<file path="config.mk">
export PLATFORM = sky130hd
export DESIGN_NAME = adjacent_resource_grant_arbiter
export DESIGN_NICKNAME = d
export VERILOG_FILES = /design/src/rtl/aga_pkg.sv /design/src/rtl/aga_cell.sv /design/src/rtl/aga_ctrl.sv /design/src/rtl/adjacent_resource_grant_arbiter.sv
export SDC_FILE = /design/constraint.sdc
export NUM_CORES = 1
export LEC_CHECK = 0
export BUFFER_PORTS_ARGS = -buffer_cell sky130_fd_sc_hd__buf_2
export CORE_MARGIN = 2
export CORE_UTILIZATION = 55
export CTS_CLUSTER_DIAMETER = 200
export DETAILED_ROUTE_END_ITERATION = 16
export PLACE_DENSITY = 0.75
export SLEW_MARGIN = 25
export SYNTH_ARGS = -nofsm -noshare
export SYNTH_HDL_FRONTEND = slang
export SYNTH_SLANG_ARGS = --single-unit
</file>
<file path="constraint.sdc">
create_clock -name clk -period 3.6 [get_ports clk]
set_input_delay 0.18 -clock clk [delete_from_list [all_inputs] [get_ports clk]]
set_output_delay 0.18 -clock clk [all_outputs]
set_load 0.02 [all_outputs]
</file>
<file path="src/rtl/aga_pkg.sv">
// shared types and constants for the adjacent resource grant arbiter
package aga_pkg;

  localparam int NUM_REQUESTERS_DEF = 5;

  localparam int REQ_TYPE_W  = 2;
  localparam int REQUESTER_W = 3;
  localparam int GRANT_W     = 3;
  localparam int IN_DATA_W   = 8;
  localparam int OUT_DATA_W  = 8;

  typedef enum logic [REQ_TYPE_W-1:0] {
    KIND_REQUEST = 2'd0,
    KIND_RELEASE = 2'd1,
    KIND_TOGGLE  = 2'd2
  } kind_t;

  typedef enum logic [1:0] {
    OP_REQ,
    OP_REL,
    OP_CHK
  } op_t;

  typedef struct packed {
    logic valid;
    op_t  op;
    logic paused;
  } cell_cmd_t;

  typedef enum logic [1:0] {
    ST_IDLE,
    ST_STEP,
    ST_FLUSH
  } state_t;

  typedef enum logic [1:0] {
    SEQ_REQ,
    SEQ_REL,
    SEQ_SCAN
  } seq_t;

endpackage

</file>
<file path="src/rtl/aga_cell.sv">
// one ring position: its resource flag and its waiting flag
module aga_cell (
  input  logic                clk,
  input  logic                rst_n,
  input  aga_pkg::cell_cmd_t  cmd_i,
  input  logic                sel_i,
  input  logic                left_used_i,
  input  logic                take_right_i,
  input  logic                free_right_i,
  output logic                used_o,
  output logic                take_o,
  output logic                free_o,
  output logic                grant_o
);

  logic used_r, used_nxt;
  logic waiting_r, waiting_nxt;
  logic fit;
  logic act;
  logic grant;

  always_comb begin
    used_nxt    = used_r;
    waiting_nxt = waiting_r;
    grant       = 1'b0;
    free_o      = 1'b0;
    fit         = !used_r && !left_used_i;
    act         = cmd_i.valid && sel_i;
    // right neighbor grabbing or dropping the resource it shares with us
    if (take_right_i) begin
      used_nxt = 1'b1;
    end
    if (free_right_i) begin
      used_nxt = 1'b0;
    end
    if (act) begin
      case (cmd_i.op)
        aga_pkg::OP_REQ: begin
          if (!waiting_r) begin
            if (!cmd_i.paused && fit) begin
              grant = 1'b1;
            end else begin
              waiting_nxt = 1'b1;
            end
          end
        end
        aga_pkg::OP_REL: begin
          used_nxt = 1'b0;
          free_o   = 1'b1;
        end
        aga_pkg::OP_CHK: begin
          if (waiting_r && fit) begin
            grant       = 1'b1;
            waiting_nxt = 1'b0;
          end
        end
        default: begin
        end
      endcase
    end
    if (grant) begin
      used_nxt = 1'b1;
    end
    take_o  = grant;
    grant_o = grant;
    used_o  = used_r;
  end

  always_ff @(posedge clk) begin
    if (!rst_n) begin
      used_r    <= 1'b0;
      waiting_r <= 1'b0;
    end else begin
      used_r    <= used_nxt;
      waiting_r <= waiting_nxt;
    end
  end

endmodule

</file>
<file path="src/rtl/aga_ctrl.sv">
// sequencer: walks the ring positions an item touches and collects grants
module aga_ctrl #(
  parameter int NUM_REQUESTERS = aga_pkg::NUM_REQUESTERS_DEF
) (
  input  logic                            clk,
  input  logic                            rst_n,
  input  logic                            in_tvalid,
  output logic                            in_tready,
  input  logic [aga_pkg::IN_DATA_W-1:0]   in_tdata,
  output logic                            out_tvalid,
  input  logic                            out_tready,
  output logic [aga_pkg::GRANT_W-1:0]     out_grant_index,
  output logic                            out_last,
  input  logic [NUM_REQUESTERS-1:0]       grant_vec_i,
  output aga_pkg::cell_cmd_t              cmd_o,
  output logic [NUM_REQUESTERS-1:0]       sel_o
);

  localparam int IW = $clog2(NUM_REQUESTERS);
  localparam logic [IW-1:0] LAST_IDX = IW'(NUM_REQUESTERS - 1);

  aga_pkg::state_t state_r, state_nxt;
  aga_pkg::seq_t   seq_r, seq_nxt;
  logic [1:0]      phase_r, phase_nxt;
  logic [IW-1:0]   idx_r, idx_nxt;
  logic [IW-1:0]   base_r, base_nxt;
  logic            paused_r, paused_nxt;
  logic            pend_valid_r, pend_valid_nxt;
  logic [aga_pkg::GRANT_W-1:0] pend_idx_r, pend_idx_nxt;
  logic            out_valid_r, out_valid_nxt;
  logic [aga_pkg::GRANT_W-1:0] out_idx_r, out_idx_nxt;
  logic            out_last_r, out_last_nxt;

  aga_pkg::kind_t                 in_kind;
  logic [aga_pkg::REQUESTER_W-1:0] in_who;
  logic                           in_range;
  logic                           grant_any;
  logic                           out_free;
  logic                           can_go;
  logic                           final_step;
  logic [IW-1:0]                  base_right;
  logic [IW-1:0]                  base_left;

  assign in_kind  = aga_pkg::kind_t'(in_tdata[aga_pkg::REQ_TYPE_W-1:0]);
  assign in_who   = in_tdata[aga_pkg::REQ_TYPE_W +: aga_pkg::REQUESTER_W];
  assign in_range = 32'(in_who) < NUM_REQUESTERS;
  assign grant_any = |grant_vec_i;
  assign out_free  = !out_valid_r || out_tready;
  assign can_go    = !pend_valid_r || out_free;
  assign base_right = (base_r == '0) ? LAST_IDX : base_r - 1'b1;
  assign base_left  = (base_r == LAST_IDX) ? '0 : base_r + 1'b1;

  assign in_tready       = (state_r == aga_pkg::ST_IDLE);
  assign out_tvalid      = out_valid_r;
  assign out_grant_index = out_idx_r;
  assign out_last        = out_last_r;

  always_comb begin
    for (int i = 0; i < NUM_REQUESTERS; i++) begin
      sel_o[i] = (idx_r == IW'(i));
    end
  end

  always_comb begin
    state_nxt      = state_r;
    seq_nxt        = seq_r;
    phase_nxt      = phase_r;
    idx_nxt        = idx_r;
    base_nxt       = base_r;
    paused_nxt     = paused_r;
    pend_valid_nxt = pend_valid_r;
    pend_idx_nxt   = pend_idx_r;
    out_valid_nxt  = out_valid_r && !out_tready;
    out_idx_nxt    = out_idx_r;
    out_last_nxt   = out_last_r;
    cmd_o.valid    = 1'b0;
    cmd_o.op       = aga_pkg::OP_CHK;
    cmd_o.paused   = paused_r;
    final_step     = 1'b0;

    case (seq_r)
      aga_pkg::SEQ_REQ: begin
        cmd_o.op   = aga_pkg::OP_REQ;
        final_step = 1'b1;
      end
      aga_pkg::SEQ_REL: begin
        if (phase_r == 2'd0) begin
          cmd_o.op   = aga_pkg::OP_REL;
          final_step = paused_r;
        end else begin
          cmd_o.op   = aga_pkg::OP_CHK;
          final_step = (phase_r == 2'd2);
        end
      end
      aga_pkg::SEQ_SCAN: begin
        cmd_o.op   = aga_pkg::OP_CHK;
        final_step = (idx_r == LAST_IDX);
      end
      default: begin
        final_step = 1'b1;
      end
    endcase

    case (state_r)
      aga_pkg::ST_IDLE: begin
        if (in_tvalid) begin
          case (in_kind)
            aga_pkg::KIND_TOGGLE: begin
              paused_nxt = !paused_r;
              if (paused_r) begin
                seq_nxt   = aga_pkg::SEQ_SCAN;
                idx_nxt   = '0;
                state_nxt = aga_pkg::ST_STEP;
              end
            end
            aga_pkg::KIND_REQUEST: begin
              if (in_range) begin
                seq_nxt   = aga_pkg::SEQ_REQ;
                idx_nxt   = IW'(in_who);
                state_nxt = aga_pkg::ST_STEP;
              end
            end
            aga_pkg::KIND_RELEASE: begin
              if (in_range) begin
                seq_nxt   = aga_pkg::SEQ_REL;
                idx_nxt   = IW'(in_who);
                base_nxt  = IW'(in_who);
                phase_nxt = 2'd0;
                state_nxt = aga_pkg::ST_STEP;
              end
            end
            default: begin
            end
          endcase
        end
      end
      aga_pkg::ST_STEP: begin
        if (can_go) begin
          cmd_o.valid = 1'b1;
          if (grant_any) begin
            // an earlier grant is known not to be the final one now
            if (pend_valid_r) begin
              out_valid_nxt = 1'b1;
              out_idx_nxt   = pend_idx_r;
              out_last_nxt  = 1'b0;
            end
            pend_valid_nxt = 1'b1;
            pend_idx_nxt   = aga_pkg::GRANT_W'(idx_r);
          end
          if (final_step) begin
            state_nxt = (pend_valid_r || grant_any) ? aga_pkg::ST_FLUSH : aga_pkg::ST_IDLE;
          end else if (seq_r == aga_pkg::SEQ_REL) begin
            phase_nxt = phase_r + 2'd1;
            idx_nxt   = (phase_r == 2'd0) ? base_right : base_left;
          end else begin
            idx_nxt = idx_r + 1'b1;
          end
        end
      end
      aga_pkg::ST_FLUSH: begin
        if (out_free) begin
          out_valid_nxt  = 1'b1;
          out_idx_nxt    = pend_idx_r;
          out_last_nxt   = 1'b1;
          pend_valid_nxt = 1'b0;
          state_nxt      = aga_pkg::ST_IDLE;
        end
      end
      default: begin
        state_nxt = aga_pkg::ST_IDLE;
      end
    endcase
  end

  always_ff @(posedge clk) begin
    if (!rst_n) begin
      state_r      <= aga_pkg::ST_IDLE;
      seq_r        <= aga_pkg::SEQ_REQ;
      phase_r      <= 2'd0;
      idx_r        <= '0;
      paused_r     <= 1'b0;
      pend_valid_r <= 1'b0;
      out_valid_r  <= 1'b0;
    end else begin
      state_r      <= state_nxt;
      seq_r        <= seq_nxt;
      phase_r      <= phase_nxt;
      idx_r        <= idx_nxt;
      paused_r     <= paused_nxt;
      pend_valid_r <= pend_valid_nxt;
      out_valid_r  <= out_valid_nxt;
    end
  end

  always_ff @(posedge clk) begin
    base_r     <= base_nxt;
    pend_idx_r <= pend_idx_nxt;
    out_idx_r  <= out_idx_nxt;
    out_last_r <= out_last_nxt;
  end

  // no grant is left over once the block takes a new item
  a_idle_clean: assert property (@(posedge clk) disable iff (!rst_n)
    in_tready |-> !pend_valid_r)
    else $error("pending grant while idle");

  // grants come only from a cell that was commanded this cycle
  a_grant_cmd: assert property (@(posedge clk) disable iff (!rst_n)
    grant_any |-> cmd_o.valid && (state_r == aga_pkg::ST_STEP))
    else $error("grant without command");

  a_grant_single: assert property (@(posedge clk) disable iff (!rst_n)
    $onehot0(grant_vec_i))
    else $error("more than one cell granted");

  // a grant is never lost: a pending one moves to a free output slot
  a_push_free: assert property (@(posedge clk) disable iff (!rst_n)
    grant_any && pend_valid_r |-> out_free)
    else $error("pending grant overwritten");

  a_flush_pend: assert property (@(posedge clk) disable iff (!rst_n)
    (state_r == aga_pkg::ST_FLUSH) |-> pend_valid_r)
    else $error("flush with nothing pending");

endmodule

</file>
<file path="src/rtl/adjacent_resource_grant_arbiter.sv">
// top level: sequencer and a ring of arbiter cells
// an item is taken while the sequencer is idle, then runs one step per cycle across the ring unless stalled
// request: 1 step, release: 1 step paused or 3 serving, resume: NUM_REQUESTERS steps
// the flush state then hands over the final grant of an item that made one
// one sequencer step a cycle sets the rate; a full output register stalls the steps
// rst_n (synchronous, active low) frees all resources, clears waiting and paused mode
module adjacent_resource_grant_arbiter #(
  parameter int NUM_REQUESTERS = aga_pkg::NUM_REQUESTERS_DEF
) (
  input  logic                          clk,
  input  logic                          rst_n,
  input  logic                          in_tvalid,
  output logic                          in_tready,
  // [1:0] req_type, [4:2] requester, [7:5] zero
  input  logic [aga_pkg::IN_DATA_W-1:0] in_tdata,
  output logic                          out_tvalid,
  input  logic                          out_tready,
  // [2:0] grant_index, [7:3] zero
  output logic [aga_pkg::OUT_DATA_W-1:0] out_tdata,
  output logic                          out_tlast
);

  aga_pkg::cell_cmd_t                 cmd;
  logic [NUM_REQUESTERS-1:0]          sel;
  logic [NUM_REQUESTERS-1:0]          used;
  logic [NUM_REQUESTERS-1:0]          take;
  logic [NUM_REQUESTERS-1:0]          free;
  logic [NUM_REQUESTERS-1:0]          grant_vec;
  logic [aga_pkg::GRANT_W-1:0]        grant_index;

  aga_ctrl #(
    .NUM_REQUESTERS(NUM_REQUESTERS)
  ) u_ctrl (
    .clk             (clk),
    .rst_n           (rst_n),
    .in_tvalid       (in_tvalid),
    .in_tready       (in_tready),
    .in_tdata        (in_tdata),
    .out_tvalid      (out_tvalid),
    .out_tready      (out_tready),
    .out_grant_index (grant_index),
    .out_last        (out_tlast),
    .grant_vec_i     (grant_vec),
    .cmd_o           (cmd),
    .sel_o           (sel)
  );

  // cell i shares its left resource with cell i+1 around the ring
  for (genvar i = 0; i < NUM_REQUESTERS; i++) begin : g_cell
    aga_cell u_cell (
      .clk          (clk),
      .rst_n        (rst_n),
      .cmd_i        (cmd),
      .sel_i        (sel[i]),
      .left_used_i  (used[(i + 1) % NUM_REQUESTERS]),
      .take_right_i (take[(i + NUM_REQUESTERS - 1) % NUM_REQUESTERS]),
      .free_right_i (free[(i + NUM_REQUESTERS - 1) % NUM_REQUESTERS]),
      .used_o       (used[i]),
      .take_o       (take[i]),
      .free_o       (free[i]),
      .grant_o      (grant_vec[i])
    );
  end

  assign out_tdata = {{(aga_pkg::OUT_DATA_W - aga_pkg::GRANT_W){1'b0}}, grant_index};

endmodule

</file>
* Yosys cells after proc, flatten, opt, wreduce, memory -nomap -nowiden
Index checks and enable logic that the tools add are counted.
** Word-level totals
- Register bits :: 32
- Bits of input ports :: 12
- Output and inout bits :: 11
- Word-level logic and storage cells :: 251
** Operators by class
- Add/sub/neg operators :: 4
- $lt $le $gt $ge :: 1
- Eq/ne operators :: 35
- Muxes and demuxes :: 130
- Reduce and logical (&&, ||, !) cells :: 60
** Operator list (number)
- 2-to-1 mux 1 bit :: 80
- 2-to-1 mux 3 bit :: 13
- != test 2 x 1 -> 1 bit (second input constant) :: 16
- 2-to-1 mux 2 bit :: 15
- case mux 1 bit (2 select lines) :: 14
- logical AND 1 bit :: 21
- AND reduction 3 bit :: 7
- AND reduction 7 bit :: 3
- case mux 3 bit (2 select lines) :: 3
- case mux 2 bit (2 select lines) :: 3
- case mux 2 bit (3 select lines) :: 2
- equality test 2 bit (second input constant) :: 5
- zero test 2 bit :: 5
- zero test 1 bit :: 9
- != test 3 x 2 -> 1 bit (second input constant) :: 3
- equality test 2 x 1 -> 1 bit (second input constant) :: 4
- AND reduction 4 bit :: 2
- adder 3 x 1 -> 3 bit (second input constant) :: 2
- equality test 3 x 2 -> 1 bit (second input constant) :: 2
- equality test 3 bit (second input constant) :: 2
- zero test 3 bit :: 2
- AND reduction 6 bit :: 1
- nonzero test 2 bit :: 3
- AND reduction 5 bit :: 1
- 9 further kinds :: 12

* Longest topological paths before layout
- Depth in word-level cells :: 13
- Mapped depth :: 9
- Depth with buffers taken out :: 8

* Hierarchy
From an unflattened synthesis, not the netlist that was laid out.
** Unflattened totals
- Cell total of the unflattened synthesis :: 238
- Area total of the unflattened synthesis :: 2233.4 sq um
** By module, submodules not included
- aga_ctrl :: times used 1, cells an instance 148, area an instance 1387.6 sq um, sequential area each 540.5 sq um
- aga_cell (g_cell[1].u_cell ...) :: times used 4, cells an instance 17, area an instance 161.4 sq um, sequential area each 40.0 sq um
- aga_cell (g_cell[0].u_cell) :: times used 1, cells an instance 16, area an instance 158.9 sq um, sequential area each 40.0 sq um
- adjacent_resource_grant_arbiter :: times used 1, cells an instance 6, area an instance 41.3 sq um, sequential area each 0.0 sq um

* Least setup slack after synthesis
Ideal clock, no wire load.
- Kind :: flip-flop to flip-flop
- From :: register u_ctrl.seq_r[1]
- To :: register u_ctrl.out_idx_r (netlist bit u_ctrl.out_grant_index[0]) (enable)
- Setup time :: 0.269 ns
- Arrival :: 1.975 ns
- Data required time :: 3.331 ns
- Path slack :: 1.356 ns
- Cell stages (with the launch flop) :: 10
- Buffers on the path :: 1
- Period minus slack after synthesis :: 2.244 ns
- Path through :: dfxtp_1 inv_1 ha_1 buf_6 mux2_4 mux2i_1 and4_4 or4_4 o21ai_1 a21boi_1
** On the way
- Word-level cells in the longest chain between the ends :: 8
** Ends and longest elaborated chain
- start, declared :: line aga_ctrl.sv:23 : aga_pkg::seq_t seq_r, seq_nxt;
- start signal, assigned :: line aga_ctrl.sv:178 : seq_r <= aga_pkg::SEQ_REQ;
- start signal, assigned :: line aga_ctrl.sv:186 : seq_r <= seq_nxt;
- equality test 2 x 1 -> 1 bit / zero test 2 bit (equally long branches) :: line aga_ctrl.sv:81 : case (seq_r)
- case mux 2 bit (2 select lines) (*) :: line aga_ctrl.sv:81
- equality test 2 bit / zero test 2 bit (equally long branches) :: line aga_cell.sv:37 : case (cmd_i.op)
- case mux 1 bit (2 select lines) :: line aga_cell.sv:37
- 2-to-1 mux 1 bit :: line aga_cell.sv:36 : if (act) begin
- OR reduction 5 bit (*) :: line aga_ctrl.sv:47 : assign grant_any = |grant_vec_i;
- != test 2 x 1 -> 1 bit (no line) (*)
- AND reduction 5 bit (no line) (*)
- end signal, assigned :: line aga_ctrl.sv:198 : out_idx_r <= out_idx_nxt;
- end, declared :: line aga_ctrl.sv:31 : logic [aga_pkg::GRANT_W-1:0] out_idx_r, out_idx_nxt;
Every way passes the cells marked *; elsewhere a longest branch is shown, timed or not.
A chain may end at the register's enable or synchronous reset.

* Worst setup path after layout
- From :: register u_ctrl.phase_r[0]
- To :: register u_ctrl.out_idx_r (netlist bit u_ctrl.out_grant_index[2]) (enable)
** On the way
- Word-level cells in the longest chain between the ends :: 9
** Ends and longest elaborated chain
- start, declared :: line aga_ctrl.sv:24 : logic [1:0] phase_r, phase_nxt;
- start signal, assigned :: line aga_ctrl.sv:187 : phase_r <= phase_nxt;
- zero test 2 bit (*) :: line aga_ctrl.sv:87 : if (phase_r == 2'd0) begin
- 2-to-1 mux 2 bit (*) :: line aga_ctrl.sv:87
- case mux 2 bit (2 select lines) (*) :: line aga_ctrl.sv:81
- equality test 2 bit / zero test 2 bit (equally long branches) :: line aga_cell.sv:37
- case mux 1 bit (2 select lines) :: line aga_cell.sv:37
- 2-to-1 mux 1 bit :: line aga_cell.sv:36
- OR reduction 5 bit (*) :: line aga_ctrl.sv:47
- != test 2 x 1 -> 1 bit (no line) (*)
- AND reduction 5 bit (no line) (*)
Marked as above.

==> flow_summary.json <==
{
  "cts_buffer_depth": 2,
  "first_iter_violations": 95,
  "hold_buffers": 0,
  "initial_core_util": 0.575,
  "io_pins": 23,
  "die_x_um": 66.1,
  "synth_cell_types": 60,
  "io_buffers": 14,
  "synthFlopType": "dfxtp_1",
  "synthCells": 232,
  "grt_max_degree": 20,
  "vias_per_cell": 5.84,
  "clock.fmax_mhz": 393,
  "grt_usage": 0.217,
  "synth_async_sr_flop_share": 0,
  "hold_viol_final": 0,
  "setup.worst_path.start_class": "register",
  "post_cts_resized": 0,
  "drive_gt1_frac": 0.176,
  "synth_edf_count": 10,
  "synthToLayoutAreaGrowth_pct": 7.55,
  "vias": 1711,
  "place_hpwl_mm": 3.21,
  "rsz0062_at_grt": "false",
  "fin_nets": 273,
  "cp-end-kind": "register",
  "cp.required_ps": 3620,
  "clk_pin_slew_ps": 70,
  "cellPowerDensity_nw_per_um2": 456,
  "routed_wl_mm": 4.27,
  "drtPass1Iterations": 4,
  "setup_viol": 0,
  "clock-sinks": 32,
  "route.detailed.drc": 0,
  "antenna_cells": 0,
  "ys_warn_count": 0,
  "core_area_um2": 3690,
  "die-height_um": 66.1,
  "fin_worst_skew_ps": 6.27,
  "postCtsSetupBuffers": 0,
  "post-route-period-util": 0.706,
  "h-tree-depth": 2,
  "die_area_um2": 4370,
  "finish.utilization": 0.619,
  "postSynthAreaPerCell_um2": 9.15,
  "antenna_found_initial": 0,
  "worstPathArrival_ps": 2560,
  "grt_pass1_wl_mm": 7.28,
  "hp-class": "primary input to register",
  "cts_root_buffer": "clkbuf_8",
  "leakage_uw": 0.000874,
  "grt_pass1_vias": 1591,
  "peakVddDrop_mv": 0.201,
  "tightest_slew_ps": 523,
  "slew_violations": 0,
  "synth_seq_cells": 32,
  "routabilityCongestion": 0.904,
  "seq_area_frac_synth": 0.349,
  "cts_made_buffers": 5,
  "drtAntennaViolNets": 0,
  "grt.overflow.total": 0,
  "wl_per_cell_um": 14.6,
  "slew_headroom": 0.650,
  "most-common-layout-cells": "nor2_1 (22), dfxtp_1 (22), inv_1 (17), ha_1 (17), buf_2 (14)",
  "rows": 22,
  "maxCapViolCount": 0,
  "period_needed_ps": 2540,
  "cts_tree": "built",
  "clkLatencyLatePin_ps": 280,
  "crit_fanout": 11,
  "status": "complete, no violations",
  "fin_tns_setup_ps": 0,
  "path_class": "register to register",
  "synth_area_um2": 2120
}
[cell type report]
cell class / instances / area, um^2
Inverter: 18 / 67.6
Tap cell: 48 / 60.1
Fill cell: 338 / 1410
Timing Repair Buffer: 15 / 77.6
Sequential cell: 32 / 741
Multi-Input combinational cell: 172 / 1240
Clock buffer: 8 / 100
[synthesized netlist by cell type, drive strengths merged (2+ instances only)]
cell type | number | area, um^2
dfxtp | 22 | 440
a211oi | 9 | 67.6
o22ai | 2 | 12.5
nand4 | 5 | 31.3
nor3 | 6 | 41.3
o21a | 4 | 30.0
o21ai | 6 | 30.0
a2111oi | 2 | 17.5
inv | 17 | 63.8
o311a | 2 | 21.3
o211ai | 3 | 22.5
nand2b | 6 | 37.5
xnor2 | 2 | 17.5
ha | 17 | 213
mux2i | 6 | 60.1
nor2 | 23 | 93.8
nand3b | 2 | 27.5
and4 | 4 | 43.8
and3 | 2 | 15.0
or2 | 3 | 21.3
o2111ai | 2 | 17.5
nor3b | 3 | 22.5
nor2b | 3 | 21.3
nor4 | 3 | 18.8
nand3 | 10 | 50.1
clkbuf | 4 | 15.0
a311oi | 2 | 17.5
a21oi | 11 | 55.1
buf | 10 | 83.8
mux2 | 2 | 26.3
nand2 | 12 | 47.6
edfxtp | 10 | 300
a41oi | 2 | 17.5
[kinds of logic after synthesis]
family / synth area share
compound gates: 0.176
fa+ha+maj: 0.100
other cells: 0.00177
buf+inv: 0.0784
mux: 0.0407
xor+xnor: 0.00826
simple gates: 0.246
flops: 0.349
[metal layers]
layer | share of wire | vias to the layer above | global-route usage
met4 | 0.012 | 0 | 0.0612
li1 | - | 865 | -
met5 | 0 | - | 0
met2 | 0.47 | 49 | 0.371
met1 | 0.47 | 792 | 0.270
met3 | 0.048 | 5 | 0.0511
[per-stage QoR]
| stage | power, uW | hold WS [ps] | setup WS (ps) | instance area, um^2 | cells |
|---|---|---|---|---|---|
| after floorplan | 678 | 279 | 1360 | 2140 | 236 |
| after global placement | 731 | 389 | 1070 | 2180 | 285 |
| after detailed placement | 735 | 390 | 1030 | 2180 | 285 |
| after CTS | 1040 | 95.8 | 1030 | 2280 | 293 |
| after global routing | 1100 | 106 | 808 | 2280 | 293 |
| final | 1040 | 96.6 | 1060 | 2280 | 293 |
[worst paths after layout]
path / start / endpoint / slack (ps) / cells past startpoint
setup / recovery: u_ctrl.phase_r[0]$_SDFFE_PN0P_ / u_ctrl.out_grant_index[2]$_DFFE_PP_ / 1060 / 8
setup reg to reg: u_ctrl.phase_r[0]$_SDFFE_PN0P_ / u_ctrl.out_grant_index[2]$_DFFE_PP_ / 1060 / 8
hold reg to reg: u_ctrl.pend_idx_r[2]$_DFFE_PP_ / u_ctrl.out_grant_index[2]$_DFFE_PP_ / 430 / 0
hold / removal: in_tdata[3] / u_ctrl.base_r[1]$_DFFE_PP_ / 100 / 1
[critical path, cell delays in order, from the launching register on]
cell and delay (ps):
dfxtp_1 310, inv_1 90, ha_1 400, nand2_2 160
and4_4 240, and4_4 170, or4_4 560, o21ai_1 180
a21boi_1 160
[where the power goes]
part,switching (uW),leakage (uW),internal (uW)
Combinational,168,0.000552,112
Clock,134,0.0000515,175
Sequential,35.8,0.000271,416
Total,338,0.000874,703
[registers in the layout, indices dropped and copies added (netlist names)]
name / cells
u_ctrl.seq_r: 2
u_ctrl.out_tvalid: 1
u_ctrl.out_grant_index: 3
u_ctrl.out_last: 1
u_ctrl.idx_r: 3
g_cell.u_cell.used_o: 5
u_ctrl.paused_r: 1
u_ctrl.base_r: 3
g_cell.u_cell.waiting_r: 5
u_ctrl.pend_valid_r: 1
u_ctrl.phase_r: 2
u_ctrl.pend_idx_r: 3
u_ctrl.state_r: 2
No activity file was read; power rests on OpenSTA's default activity.
